**src/rtl/assert_macros.svh**
```systemverilog
// assertion helpers included by the span converter rtl
// every macro samples on i_clk and is disabled while i_rst_n is low
`ifndef ASSERT_MACROS_SVH
`define ASSERT_MACROS_SVH

// condition must hold at every sampled edge
`define ASSERT_ALWAYS(lbl, cond) \
    lbl: assert property (@(posedge i_clk) disable iff (!i_rst_n) (cond)) \
        else $error("assertion failed");

// antecedent implies consequent in the same cycle
`define ASSERT_IMPLIES(lbl, ante, cons) \
    lbl: assert property (@(posedge i_clk) disable iff (!i_rst_n) (ante) |-> (cons)) \
        else $error("assertion failed");

// antecedent implies consequent in the following cycle
`define ASSERT_NEXT(lbl, ante, cons) \
    lbl: assert property (@(posedge i_clk) disable iff (!i_rst_n) (ante) |=> (cons)) \
        else $error("assertion failed");

`endif

```
**src/rtl/crsc_pkg.sv**
```systemverilog
// ----------------------------------------------------------------------------
// crsc_pkg
// shared constants and types of the column to row span converter
// ----------------------------------------------------------------------------
`default_nettype none

package crsc_pkg;

    // row store geometry
    localparam int ROWS     = 64;
    localparam int COLS     = 1024;
    localparam int ROW_W    = 6;
    localparam int COL_W    = $clog2(COLS);
    localparam int X_W      = 11;

    // loop cursors carry one extra bit for the "below every row" marker
    localparam int CUR_W    = ROW_W + 1;
    localparam logic [CUR_W-1:0] CUR_EMPTY = {CUR_W{1'b1}};

    // stream widths
    localparam int S_TDATA_W = 24;
    localparam int S_TUSER_W = 2;
    localparam int M_TDATA_W = 32;

    // sequencer states
    typedef enum logic [6:0] {
        S_IDLE    = 7'b0000001,
        S_CLOSE_T = 7'b0000010,
        S_CLOSE_B = 7'b0000100,
        S_FETCH   = 7'b0001000,
        S_FLUSH   = 7'b0010000,
        S_OPEN_T  = 7'b0100000,
        S_OPEN_B  = 7'b1000000
    } t_state;

    // operand selection of the shared step unit
    typedef enum logic [1:0] {
        PH_CLOSE_TOP = 2'd0,
        PH_CLOSE_BOT = 2'd1,
        PH_OPEN_TOP  = 2'd2,
        PH_OPEN_BOT  = 2'd3
    } t_phase;

endpackage

`default_nettype wire

```
**src/rtl/crsc_ram.sv**
```systemverilog
// ----------------------------------------------------------------------------
// crsc_ram
// generic single write, single read memory with registered read data
// ----------------------------------------------------------------------------
`default_nettype none

module crsc_ram #(
    parameter int WIDTH = 10,
    parameter int DEPTH = 64
) (
    input  wire logic                             i_clk,
    input  wire logic                             i_we,
    input  wire logic [$clog2(DEPTH > 1 ? DEPTH : 2)-1:0] i_waddr,
    input  wire logic [WIDTH-1:0]                 i_wdata,
    input  wire logic                             i_re,
    input  wire logic [$clog2(DEPTH > 1 ? DEPTH : 2)-1:0] i_raddr,
    output logic      [WIDTH-1:0]                 o_rdata
);

    logic [WIDTH-1:0] r_mem [DEPTH];

    // write port
    always_ff @(posedge i_clk) begin
        if (i_we) begin
            r_mem[i_waddr] <= i_wdata;
        end
    end

    // registered read port, holds its data between reads
    always_ff @(posedge i_clk) begin
        if (i_re) begin
            o_rdata <= r_mem[i_raddr];
        end
    end

endmodule

`default_nettype wire

```
**src/rtl/column_to_row_span_converter.sv**
```systemverilog
// ----------------------------------------------------------------------------
// column_to_row_span_converter
// turns per-column vertical extents of a plane into horizontal row spans
// ----------------------------------------------------------------------------
// Usage: columns of a plane enter left to right on the slave stream, one per
// request; tuser flags an empty column and the first column of a plane, and
// an empty column at maxx+1 flushes every open row. Each row closed by a
// column leaves on the master stream as (row, left, right) with tlast on the
// final span caused by that column; a column that closes nothing sends none.
// Timing: one shared compare and step unit walks the four row loops. A
// closed row is read from the row store, then handed off in the fetch
// state, which stalls while the output and hold registers are full; the
// opening loops write one row start per cycle. o_s_tready is high only
// between columns.
// Stalls: one span waits in the output register and one in a hold register;
// when both are full the sequencer stops until the receiver takes a span.
// Reset: synchronous, active low; the previous column counts as empty and the
// row start store is not cleared (a start is written before it is read).
// ----------------------------------------------------------------------------
`default_nettype none

`include "assert_macros.svh"

module column_to_row_span_converter (
    input  wire logic                           i_clk,
    input  wire logic                           i_rst_n,
    // column requests
    input  wire logic                           i_s_tvalid,
    output logic                                o_s_tready,
    // column_x[10:0], column_top[16:11], column_bottom[22:17], zero[23]
    input  wire logic [crsc_pkg::S_TDATA_W-1:0] i_s_tdata,
    // column_empty[0], plane_first[1]
    input  wire logic [crsc_pkg::S_TUSER_W-1:0] i_s_tuser,
    // span results
    output logic                                o_m_tvalid,
    input  wire logic                           i_m_tready,
    // span_row[5:0], span_left[15:6], span_right[25:16], zero[31:26]
    output logic      [crsc_pkg::M_TDATA_W-1:0] o_m_tdata,
    output logic                                o_m_tlast
);

    localparam int RW = crsc_pkg::ROW_W;
    localparam int CW = crsc_pkg::COL_W;
    localparam int UW = crsc_pkg::CUR_W;

    // control state
    crsc_pkg::t_state r_state, n_state;
    logic             r_prev_empty, n_prev_empty;
    logic [RW-1:0]    r_prev_top, n_prev_top;
    logic [RW-1:0]    r_prev_bot, n_prev_bot;
    logic             r_hold_valid, n_hold_valid;
    logic             r_out_valid, n_out_valid;
    logic             r_from_bot, n_from_bot;

    // per-column payload
    logic [UW-1:0]    r_t1, n_t1, r_b1, n_b1, r_t2, n_t2, r_b2, n_b2;
    logic [CW-1:0]    r_x, n_x;
    logic [CW-1:0]    r_right, n_right;
    logic [RW-1:0]    r_fetch_row, n_fetch_row;
    logic [RW-1:0]    r_hold_row, n_hold_row;
    logic [CW-1:0]    r_hold_left, n_hold_left;
    logic [RW-1:0]    r_out_row, n_out_row;
    logic [CW-1:0]    r_out_left, n_out_left;
    logic [CW-1:0]    r_out_right, n_out_right;
    logic             r_out_last, n_out_last;

    // row store port
    logic             ram_we, ram_re;
    logic [RW-1:0]    ram_waddr, ram_raddr;
    logic [CW-1:0]    ram_rdata;

    // shared step unit
    crsc_pkg::t_phase phase;
    logic [UW-1:0]    op_p, op_q, op_r, op_s, cur, cur_step;
    logic             step_up, step_go;

    logic             in_req, out_free;

    assign in_req   = i_s_tvalid && o_s_tready;
    assign out_free = !r_out_valid || i_m_tready;

    // row start store
    crsc_ram #(
        .WIDTH (CW),
        .DEPTH (crsc_pkg::ROWS)
    ) u_row_start (
        .i_clk   (i_clk),
        .i_we    (ram_we),
        .i_waddr (ram_waddr),
        .i_wdata (r_x),
        .i_re    (ram_re),
        .i_raddr (ram_raddr),
        .o_rdata (ram_rdata)
    );

    // loop selection from the sequencer state
    always_comb begin
        unique case (r_state)
            crsc_pkg::S_CLOSE_B: phase = crsc_pkg::PH_CLOSE_BOT;
            crsc_pkg::S_OPEN_T:  phase = crsc_pkg::PH_OPEN_TOP;
            crsc_pkg::S_OPEN_B:  phase = crsc_pkg::PH_OPEN_BOT;
            default:             phase = crsc_pkg::PH_CLOSE_TOP;
        endcase
    end

    // operand mux: every loop runs while p < q and r <= s
    always_comb begin
        unique case (phase)
            crsc_pkg::PH_CLOSE_TOP: begin
                op_p = r_t1; op_q = r_t2; op_r = r_t1; op_s = r_b1;
                cur = r_t1; step_up = 1'b1;
            end
            crsc_pkg::PH_CLOSE_BOT: begin
                op_p = r_b2; op_q = r_b1; op_r = r_t1; op_s = r_b1;
                cur = r_b1; step_up = 1'b0;
            end
            crsc_pkg::PH_OPEN_TOP: begin
                op_p = r_t2; op_q = r_t1; op_r = r_t2; op_s = r_b2;
                cur = r_t2; step_up = 1'b1;
            end
            default: begin
                op_p = r_b1; op_q = r_b2; op_r = r_t2; op_s = r_b2;
                cur = r_b2; step_up = 1'b0;
            end
        endcase
    end

    assign step_go  = (op_p < op_q) && (op_r <= op_s);
    assign cur_step = step_up ? cur + UW'(1) : cur - UW'(1);

    // sequencer
    always_comb begin
        n_state      = r_state;
        n_prev_empty = r_prev_empty;
        n_prev_top   = r_prev_top;
        n_prev_bot   = r_prev_bot;
        n_hold_valid = r_hold_valid;
        n_out_valid  = r_out_valid;
        n_from_bot   = r_from_bot;
        n_t1         = r_t1;
        n_b1         = r_b1;
        n_t2         = r_t2;
        n_b2         = r_b2;
        n_x          = r_x;
        n_right      = r_right;
        n_fetch_row  = r_fetch_row;
        n_hold_row   = r_hold_row;
        n_hold_left  = r_hold_left;
        n_out_row    = r_out_row;
        n_out_left   = r_out_left;
        n_out_right  = r_out_right;
        n_out_last   = r_out_last;
        ram_we       = 1'b0;
        ram_re       = 1'b0;
        ram_waddr    = cur[RW-1:0];
        ram_raddr    = cur[RW-1:0];

        // output register drains
        if (r_out_valid && i_m_tready) begin
            n_out_valid = 1'b0;
        end

        unique case (r_state)
            crsc_pkg::S_IDLE: begin
                if (i_s_tvalid) begin
                    n_t1 = (r_prev_empty || i_s_tuser[1]) ? crsc_pkg::CUR_EMPTY
                                                          : {1'b0, r_prev_top};
                    n_b1 = {1'b0, r_prev_bot};
                    n_t2 = i_s_tuser[0] ? crsc_pkg::CUR_EMPTY : {1'b0, i_s_tdata[16:11]};
                    n_b2 = {1'b0, i_s_tdata[22:17]};
                    n_x          = i_s_tdata[CW-1:0];
                    n_right      = i_s_tdata[CW-1:0] - CW'(1);
                    n_prev_top   = i_s_tdata[16:11];
                    n_prev_bot   = i_s_tdata[22:17];
                    n_prev_empty = i_s_tuser[0];
                    n_state      = crsc_pkg::S_CLOSE_T;
                end
            end
            crsc_pkg::S_CLOSE_T, crsc_pkg::S_CLOSE_B: begin
                if (step_go) begin
                    ram_re      = 1'b1;
                    n_fetch_row = cur[RW-1:0];
                    n_from_bot  = (r_state == crsc_pkg::S_CLOSE_B);
                    n_state     = crsc_pkg::S_FETCH;
                    if (r_state == crsc_pkg::S_CLOSE_B) begin
                        n_b1 = cur_step;
                    end else begin
                        n_t1 = cur_step;
                    end
                end else begin
                    n_state = (r_state == crsc_pkg::S_CLOSE_B) ? crsc_pkg::S_FLUSH
                                                               : crsc_pkg::S_CLOSE_B;
                end
            end
            crsc_pkg::S_FETCH: begin
                // the held span is not last: another one follows it
                if (!r_hold_valid || out_free) begin
                    if (r_hold_valid) begin
                        n_out_valid = 1'b1;
                        n_out_row   = r_hold_row;
                        n_out_left  = r_hold_left;
                        n_out_right = r_right;
                        n_out_last  = 1'b0;
                    end
                    n_hold_valid = 1'b1;
                    n_hold_row   = r_fetch_row;
                    n_hold_left  = ram_rdata;
                    n_state      = r_from_bot ? crsc_pkg::S_CLOSE_B : crsc_pkg::S_CLOSE_T;
                end
            end
            crsc_pkg::S_FLUSH: begin
                // closing is done, the held span ends the column
                if (!r_hold_valid) begin
                    n_state = crsc_pkg::S_OPEN_T;
                end else if (out_free) begin
                    n_out_valid  = 1'b1;
                    n_out_row    = r_hold_row;
                    n_out_left   = r_hold_left;
                    n_out_right  = r_right;
                    n_out_last   = 1'b1;
                    n_hold_valid = 1'b0;
                    n_state      = crsc_pkg::S_OPEN_T;
                end
            end
            crsc_pkg::S_OPEN_T, crsc_pkg::S_OPEN_B: begin
                if (step_go) begin
                    ram_we = 1'b1;
                    if (r_state == crsc_pkg::S_OPEN_B) begin
                        n_b2 = cur_step;
                    end else begin
                        n_t2 = cur_step;
                    end
                end else begin
                    n_state = (r_state == crsc_pkg::S_OPEN_B) ? crsc_pkg::S_IDLE
                                                              : crsc_pkg::S_OPEN_B;
                end
            end
            default: begin
                n_state = crsc_pkg::S_IDLE;
            end
        endcase
    end

    // control registers
    always_ff @(posedge i_clk) begin
        if (!i_rst_n) begin
            r_state      <= crsc_pkg::S_IDLE;
            r_prev_empty <= 1'b1;
            r_prev_top   <= '0;
            r_prev_bot   <= '0;
            r_hold_valid <= 1'b0;
            r_out_valid  <= 1'b0;
            r_from_bot   <= 1'b0;
        end else begin
            r_state      <= n_state;
            r_prev_empty <= n_prev_empty;
            r_prev_top   <= n_prev_top;
            r_prev_bot   <= n_prev_bot;
            r_hold_valid <= n_hold_valid;
            r_out_valid  <= n_out_valid;
            r_from_bot   <= n_from_bot;
        end
    end

    // payload registers
    always_ff @(posedge i_clk) begin
        r_t1        <= n_t1;
        r_b1        <= n_b1;
        r_t2        <= n_t2;
        r_b2        <= n_b2;
        r_x         <= n_x;
        r_right     <= n_right;
        r_fetch_row <= n_fetch_row;
        r_hold_row  <= n_hold_row;
        r_hold_left <= n_hold_left;
        r_out_row   <= n_out_row;
        r_out_left  <= n_out_left;
        r_out_right <= n_out_right;
        r_out_last  <= n_out_last;
    end

    // ports
    assign o_s_tready = (r_state == crsc_pkg::S_IDLE);
    assign o_m_tvalid = r_out_valid;
    assign o_m_tlast  = r_out_last;
    assign o_m_tdata  = {(crsc_pkg::M_TDATA_W - RW - 2 * CW)'(0),
                         r_out_right, r_out_left, r_out_row};

    // store is never read and written in one cycle
    `ASSERT_IMPLIES(a_port_exclusive, ram_we, !ram_re)
    // a new column starts closing with an empty hold stage
    `ASSERT_NEXT(a_start_clean, in_req,
                 (r_state == crsc_pkg::S_CLOSE_T) && !r_hold_valid)
    // opening only runs after the last span left the hold stage
    `ASSERT_IMPLIES(a_open_flushed,
                    (r_state == crsc_pkg::S_OPEN_T) || (r_state == crsc_pkg::S_OPEN_B),
                    !r_hold_valid)
    // between columns only a final span can still wait
    `ASSERT_IMPLIES(a_idle_last, (r_state == crsc_pkg::S_IDLE) && r_out_valid, r_out_last)

endmodule

`default_nettype wire

```
**config.mk**
```make
export PLATFORM = sky130hd
export DESIGN_NAME = column_to_row_span_converter
export DESIGN_NICKNAME = d
export VERILOG_FILES = /design/src/rtl/crsc_pkg.sv /design/src/rtl/crsc_ram.sv /design/src/rtl/column_to_row_span_converter.sv
export VERILOG_INCLUDE_DIRS = /design/src /design/src/rtl
export SDC_FILE = /design/constraint.sdc
export NUM_CORES = 1
export LEC_CHECK = 0
export BUFFER_PORTS_ARGS = -buffer_cell sky130_fd_sc_hd__buf_2
export CAP_MARGIN = 0
export CORE_UTILIZATION = 61
export DETAILED_ROUTE_END_ITERATION = 16
export PLACE_DENSITY = 0.81
export SYNTH_ARGS = -nofsm -noshare
export SYNTH_HDL_FRONTEND = slang
export SYNTH_SLANG_ARGS = --single-unit
```
**constraint.sdc**
```tcl
create_clock -name i_clk -period 8.89 [get_ports i_clk]
set_input_delay 1.778 -clock i_clk [delete_from_list [all_inputs] [get_ports i_clk]]
set_output_delay 1.778 -clock i_clk [all_outputs]
set_load 0.02 [all_outputs]
```
; Word level (Yosys, flattened, before mapping)
; Memories as Yosys holds them, arrays and structs flattened. A register that Yosys moved wholly into a read port is not among the register bits.
; Index checks and enable logic that the tools add are counted.
[word_totals]
output_inout_bits = 35
regBits = 120
input_bits = 30
mem_bits_rw = 640
latchBits = 0
memories = 1
rom_bits = 0
[classes]
n_eq_ne = 22
bitwise_logic = 0
div = 0
order_cmp = 2
shift = 0
muxes = 71
add_sub_neg = 3
n_reduce_logical = 25
n_mul = 0
[memory_table]
columns = memory, depth, word_bits, read_ports, rd_ports_with_merged_regs, wr, line_no
row1 = u_row_start.r_mem, 64, 10, 1, 1, 1, crsc_ram.sv:20  ; logic [WIDTH-1:0] r_mem [DEPTH];
[op_table]
columns = operator, n
row1 = 7-bit two-way mux, 23
row2 = 10-bit two-way mux, 8
row3 = 7-bit case mux with 3 select lines, 3
row4 = 7-bit case mux with 2 select lines, 4
row5 = 10-bit case mux with 2 select lines, 2
row6 = 7-bit case mux with 5 select lines, 1
row7 = 6-bit two-way mux, 4
row8 = 2-bit inequality test (second input constant), 12
row9 = 4-bit AND reduction, 5
row10 = 1-bit two-way mux, 18
row11 = 6-bit case mux with 2 select lines, 1
row12 = 5-bit two-way mux, 2
row13 = 10-bit by 1-bit subtractor with 10-bit output (second input constant), 1
row14 = 2-bit AND reduction, 4
row15 = 2-bit OR reduction, 4
row16 = 7-bit by 1-bit adder with 7-bit output (second input constant), 1
row17 = 7-bit by 1-bit equality test with 1-bit output (second input constant), 1
row18 = 7-bit by 2-bit equality test with 1-bit output (second input constant), 1
row19 = 7-bit by 3-bit equality test with 1-bit output (second input constant), 1
row20 = 7-bit by 4-bit equality test with 1-bit output (second input constant), 1
row21 = 7-bit by 5-bit equality test with 1-bit output (second input constant), 1
row22 = 7-bit by 6-bit equality test with 1-bit output (second input constant), 1
row23 = 7-bit equality test (second input constant), 1
row24 = 7-bit less-or-equal comparator, 1
row25 = other kinds (14), 22

; Longest topological paths before layout
[logic_depth]
depth_word = 11
mapped_depth = 20
mapped_depth_nobuf = 15

; By module
; Synthesis repeated with hierarchy kept, for this count alone.
[unflattened]
hier_cells = 1631
hier_area_um2 = 30983.5
[by_module_without_submodules]
columns = mod, n_inst, area_per_inst_um2, cells_per_inst
row1 = crsc_ram, 1, 25202.9, 1118
row2 = column_to_row_span_converter, 1, 5780.5, 513

; Least setup slack after synthesis
; OpenSTA, ideal clock, no wires.
[synth_path]
kind = reg-to-reg
startpoint = register r_state[1]
endpoint = memory u_row_start.r_mem[14][0] (enable)
path_stages_with_launch = 20
n_path_buf = 6
t_required_ns = 8.514
setup_slack_ns = 3.783
period_less_slack_ns = 5.107
arrival_ns = 4.731
setup_time_ns = 0.376
cell_sequence = dfxtp_1 -> buf_2 -> or4_1 -> buf_2 -> clkbuf_1 -> a211oi_1 -> clkbuf_1 -> buf_1 -> nand2_1 -> nand2_1 -> ha_1 -> o21a_1 -> o21a_1 -> o21a_1 -> o21ai_0 -> a21o_1 -> nor2b_1 -> clkbuf_1 -> nand4_1 -> nor2_1
[synth_via]
elab_chain_len = 11
elab_cells_between_ends = 21
cone_classes = 2 x order compare / 5 x eq/ne / 10 x mux / 4 x reduce/logical
[synth_rtl]
columns = element, line_no
row1 = "start, declared", column_to_row_span_converter.sv:47  ; crsc_pkg::t_state r_state, n_state;
row2 = "start signal, assigned", column_to_row_span_converter.sv:247  ; r_state <= crsc_pkg::S_IDLE;
row3 = "start signal, assigned", column_to_row_span_converter.sv:255  ; r_state <= n_state;
row4 = "7-bit equality test, or another cell as far along", "column_to_row_span_converter.sv:98, column_to_row_span_converter.sv:163"
row5 = 2-bit case mux with 3 select lines, column_to_row_span_converter.sv:98  ; unique case (r_state)
row6 = 2-bit by 1-bit equality test with 1-bit output or 2-bit zero test (tied branches), column_to_row_span_converter.sv:108  ; unique case (phase)
row7 = 2-bit OR reduction (no line), -
row8 = 7-bit two-way mux, column_to_row_span_converter.sv:108
row9 = 7-bit less-or-equal comparator, column_to_row_span_converter.sv:128  ; assign step_go = (op_p < op_q) && (op_r <= op_s);
row10 = 1-bit logical AND, column_to_row_span_converter.sv:128
row11 = 1-bit two-way mux, column_to_row_span_converter.sv:226  ; if (step_go) begin
row12 = 1-bit two-way mux, column_to_row_span_converter.sv:163  ; unique case (r_state)
row13 = 1-bit two-way mux, crsc_ram.sv:24  ; if (i_we) begin
row14 = 1-bit two-way mux (implied by the code), crsc_ram.sv:25  ; r_mem[i_waddr] <= i_wdata;
row15 = "end, declared", crsc_ram.sv:20
; Parallel ways exist; a longest one is shown, timed or not.

; Worst setup path after layout
[layout_path]
startpoint = register r_state[2]
endpoint = memory u_row_start.r_mem[6][6] (enable)
; Same word-level chain as after synthesis.

==> key figures <==
Outcome
  • Status: finished clean

Clock tree
  • Skew-Pair Late Insertion Delay: about 0.63 ns
  • Root buffer selected by CTS: clkbuf_16
  • Total CTS buffers: 75
  • H-tree depth: 3
  • Sink Count: between 700 and 800
  • Hold buffers post-CTS: 0
  • Maximum clock path buffer count: 3
  • Setup Buffers After CTS: 0
  • CTS resizes: 0
  • CTS tree: yes
  • Clock transition at path regs: around 0.060 ns

Synthesis
  • Seq cells post-synth: 770
  • Async S/R FF share, synth: 0%
  • Post-Syn Area: roughly 32000 µm²
  • Post-synth EDFFs: ~750
  • Gate Count Post-Synth: ~2.3k
  • Ys Warns: 0
  • Syn Area/Cell: 13.9 µm²
  • Seq/Total Area, Yosys: 71.4%
  • Main synth FF type: edfxtp_1
  • Unique cell type count in the Yosys netlist: between 80 and 90

Drt
  • Routed WL: slightly below 90 mm
  • # DRC: 0
  • Initial DRT Pass Iterations: 6
  • Wirelength per Cell: 28.6 µm
  • Starting DRT DRC Count: approximately 3.7k
  • Avg Vias per Cell: just under 7
  • Antenna viol nets, final: 0
  • Via count: 21.3k

Placement
  • Dpl hpwl: 52.5 mm
  • Port bufs: 56
  • # placed instances: approximately 2.9k
  • Dpl cell area: around 33000 µm²
  • Global placement routability congestion: around 0.95

Critical path
  • CP endpoint kind: register
  • Critical path launch point type: register
  • Critical Path RT: roughly 9.1 ns
  • Setup CP Type: register to register
  • Worst path arrival time: roughly 7.8 ns
  • Crit Path Max Fanout: 22

Power and ir drop
  • Switching pwr: between 2 and 3 mW
  • Power Total: between 9 and 10 mW
  • Switching share of total power: between 30 and 40%
  • Peak VDD IR: roughly 0.00015 V
  • Reg power frac: a little under half
  • Gate power share: 21.8%
  • P_leak: ~12 nW
  • P_int: 6.47 mW
  • Clock power share: between 30% and 40%
  • Power Dens Cells: between 200 and 300 nW/µm²

STA
  • Final Hold Viols: 0
  • Worst-Margin Slew: around 1.2 ns
  • Setup TNS: 0 ns
  • Slew margin rel.: roughly 20%
  • Clock skew: between 0.02 and 0.025 ns
  • Max-slew violation count: 0
  • Fmax: about 130 MHz
  • Post-route clock period utilization: between 80% and 90%
  • RSZ-0062 raised after global routing: no
  • Final worst path period need: around 7.5 ns
  • Final setup vio count: 0

Flow run
  • Max cap viols: 0

Global routing
  • First-pass GRT wire length: approximately 130 mm
  • Initial antenna violation count: 5
  • Largest net degree at the start of global routing: 101
  • Global route total overflow: 0
  • Gr usage total: 32.7%
  • Number of global-route vias before repair: a little over 20k

Finish
  • Fin util: about two thirds
  • Layout area overhead: 9.84%
  • Most common cell after layout, fill and taps aside: edfxtp_1
  • Area of the multi-input gates: around 8400 µm²
  • Non-Filler Instances: between 3k and 4k
  • Fill count: 3298
  • Register Area: between 20000 and 25000 µm²
  • Layout cells sized above 1: 11.0%
  • Commonest non-fill, non-tap cells in the layout: edfxtp_1, nand2_1, nor2_1, a21oi_1, mux2i_1
  • Finished Cell Area: around 35000 µm²
  • Fin nets: roughly 2.4k

Floorplanning
  • Die width: 231 µm
  • Starting Density: about 62%
  • Die span in y: 231 µm
  • IO Pins: 65
  • Die area: about 53000 µm²
  • Core Region: 51600 µm²
  • Std cell rows: just over 80

Worst hold path
  • Hold crit path type: register to register
## cell usage after synthesis, types with 10 or more instances
cell,n,area [µm²]
edfxtp_1,747,22400
nand2_1,304,1140
nor2_1,154,578
a21oi_1,115,576
mux2i_1,106,1060
nand3_1,64,320
o21ai_0,64,320
clkbuf_1,59,221
buf_2,57,285
a221oi_1,42,368
a211oi_1,39,293
mux2_2,36,405
a22oi_1,34,255
and3_1,32,200
nor3_1,28,140
o22ai_1,26,163
dfxtp_1,23,460
nor4_1,23,144
a31oi_1,22,138
nand4_1,21,131
ha_1,19,238
buf_1,18,67.6
inv_1,18,67.6
a21boi_0,17,128
buf_4,14,105
o211ai_1,13,97.6
nor2b_1,12,75.1
nand2b_1,11,68.8
a32oi_1,10,87.6
and2_1,10,62.6
## registers in the layout, summed over array words and instances, names as in the netlist
| name | count |
|---|---|
| o_m_tlast | 1 |
| o_m_tvalid | 1 |
| r_b1 | 7 |
| r_b2 | 7 |
| r_fetch_row | 6 |
| r_from_bot | 1 |
| r_hold_left | 10 |
| r_hold_row | 6 |
| r_hold_valid | 1 |
| r_out_left | 10 |
| r_out_right | 10 |
| r_out_row | 6 |
| r_prev_bot | 6 |
| r_prev_empty | 1 |
| r_prev_top | 6 |
| r_right | 10 |
| r_state | 7 |
| r_t1 | 7 |
| r_t2 | 7 |
| r_x | 10 |
| u_row_start.o_rdata | 10 |
| u_row_start.r_mem | 640 |
## worst paths after layout
check / from / end / slack (ns) / cells after the start
min reg2reg: r_hold_left[4]$_DFFE_PP_ / r_out_left[4]$_DFFE_PP_ / 0.42 / 0
max reg2reg: r_state[2]$_SDFFE_PN0P_ / u_row_start.r_mem[6][6]$_DFFE_PP_ / 1.36 / 12
min: r_hold_left[4]$_DFFE_PP_ / r_out_left[4]$_DFFE_PP_ / 0.42 / 0
max: r_state[2]$_SDFFE_PN0P_ / u_row_start.r_mem[6][6]$_DFFE_PP_ / 1.36 / 12
## final cells by class
type                            instances  area share [%]
Sequential cell                       770            65.0
Multi-Input combinational cell       1361            24.0
Clock buffer                           93            5.70
Tap cell                              680            2.42
Timing Repair Buffer                  102            1.88
Clock inverter                         41           0.707
Inverter                               22           0.263
Antenna cell                            1         0.00711
## power groups by stage
stage	clock network (mW)	logic, mW	registers [mW]
2_1_floorplan	0	1.14	4.46
3_3_place_gp	0	1.89	4.40
3_5_place_dp	0	1.94	4.41
4_1_cts	2.97	1.96	4.33
5_1_grt	3.11	2.11	4.34
6_report	2.98	2.04	4.34
## cells by family (layout without fill, tap and decap cells)
kind of cell,Yosys count,after routing,share of synthesized area (%)
DFF,770,770,71.4
and+or+nand+nor,685,685,9.63
AOI/OAI and AO/OA,495,495,10.7
buffers and inverters,172,258,2.45
muxes,143,143,4.65
adders and majority gates,20,20,0.804
xor gates and xnor gates,12,12,0.328
other,1,7,0.0117
## stage by stage
stage	hold slack, ns	setup slack, ns
after CTS	0.420	1.67
after floorplan	0.400	3.78
final	0.419	1.36
after global routing	0.423	1.12
after detailed placement	0.405	1.74
after global placement	0.401	2.00
## metal layers
layer / up-vias / share of wire, % / global-route usage, %
li1: 8970 / - / -
met1: 10334 / 35 / 43.5
met4: 4 / 5.2 / 15.4
met3: 318 / 13 / 9.06
met5: - / 0.025 / 0
met2: 1650 / 46 / 50.4
## worst max-delay path, stage by stage (launching register included)
cell	delay [ns]
dfxtp_1	0.55
nor2_1	0.73
nand3_1	0.64
nor2_1	0.71
a31o_2	0.20
ha_1	0.24
a21oi_1	0.27
nor2_1	0.08
a211oi_1	0.29
o41ai_1	0.19
nor2b_1	0.85
nand4_1	1.14
nor2_1	1.22
Power figures use the tool's default switching activity.
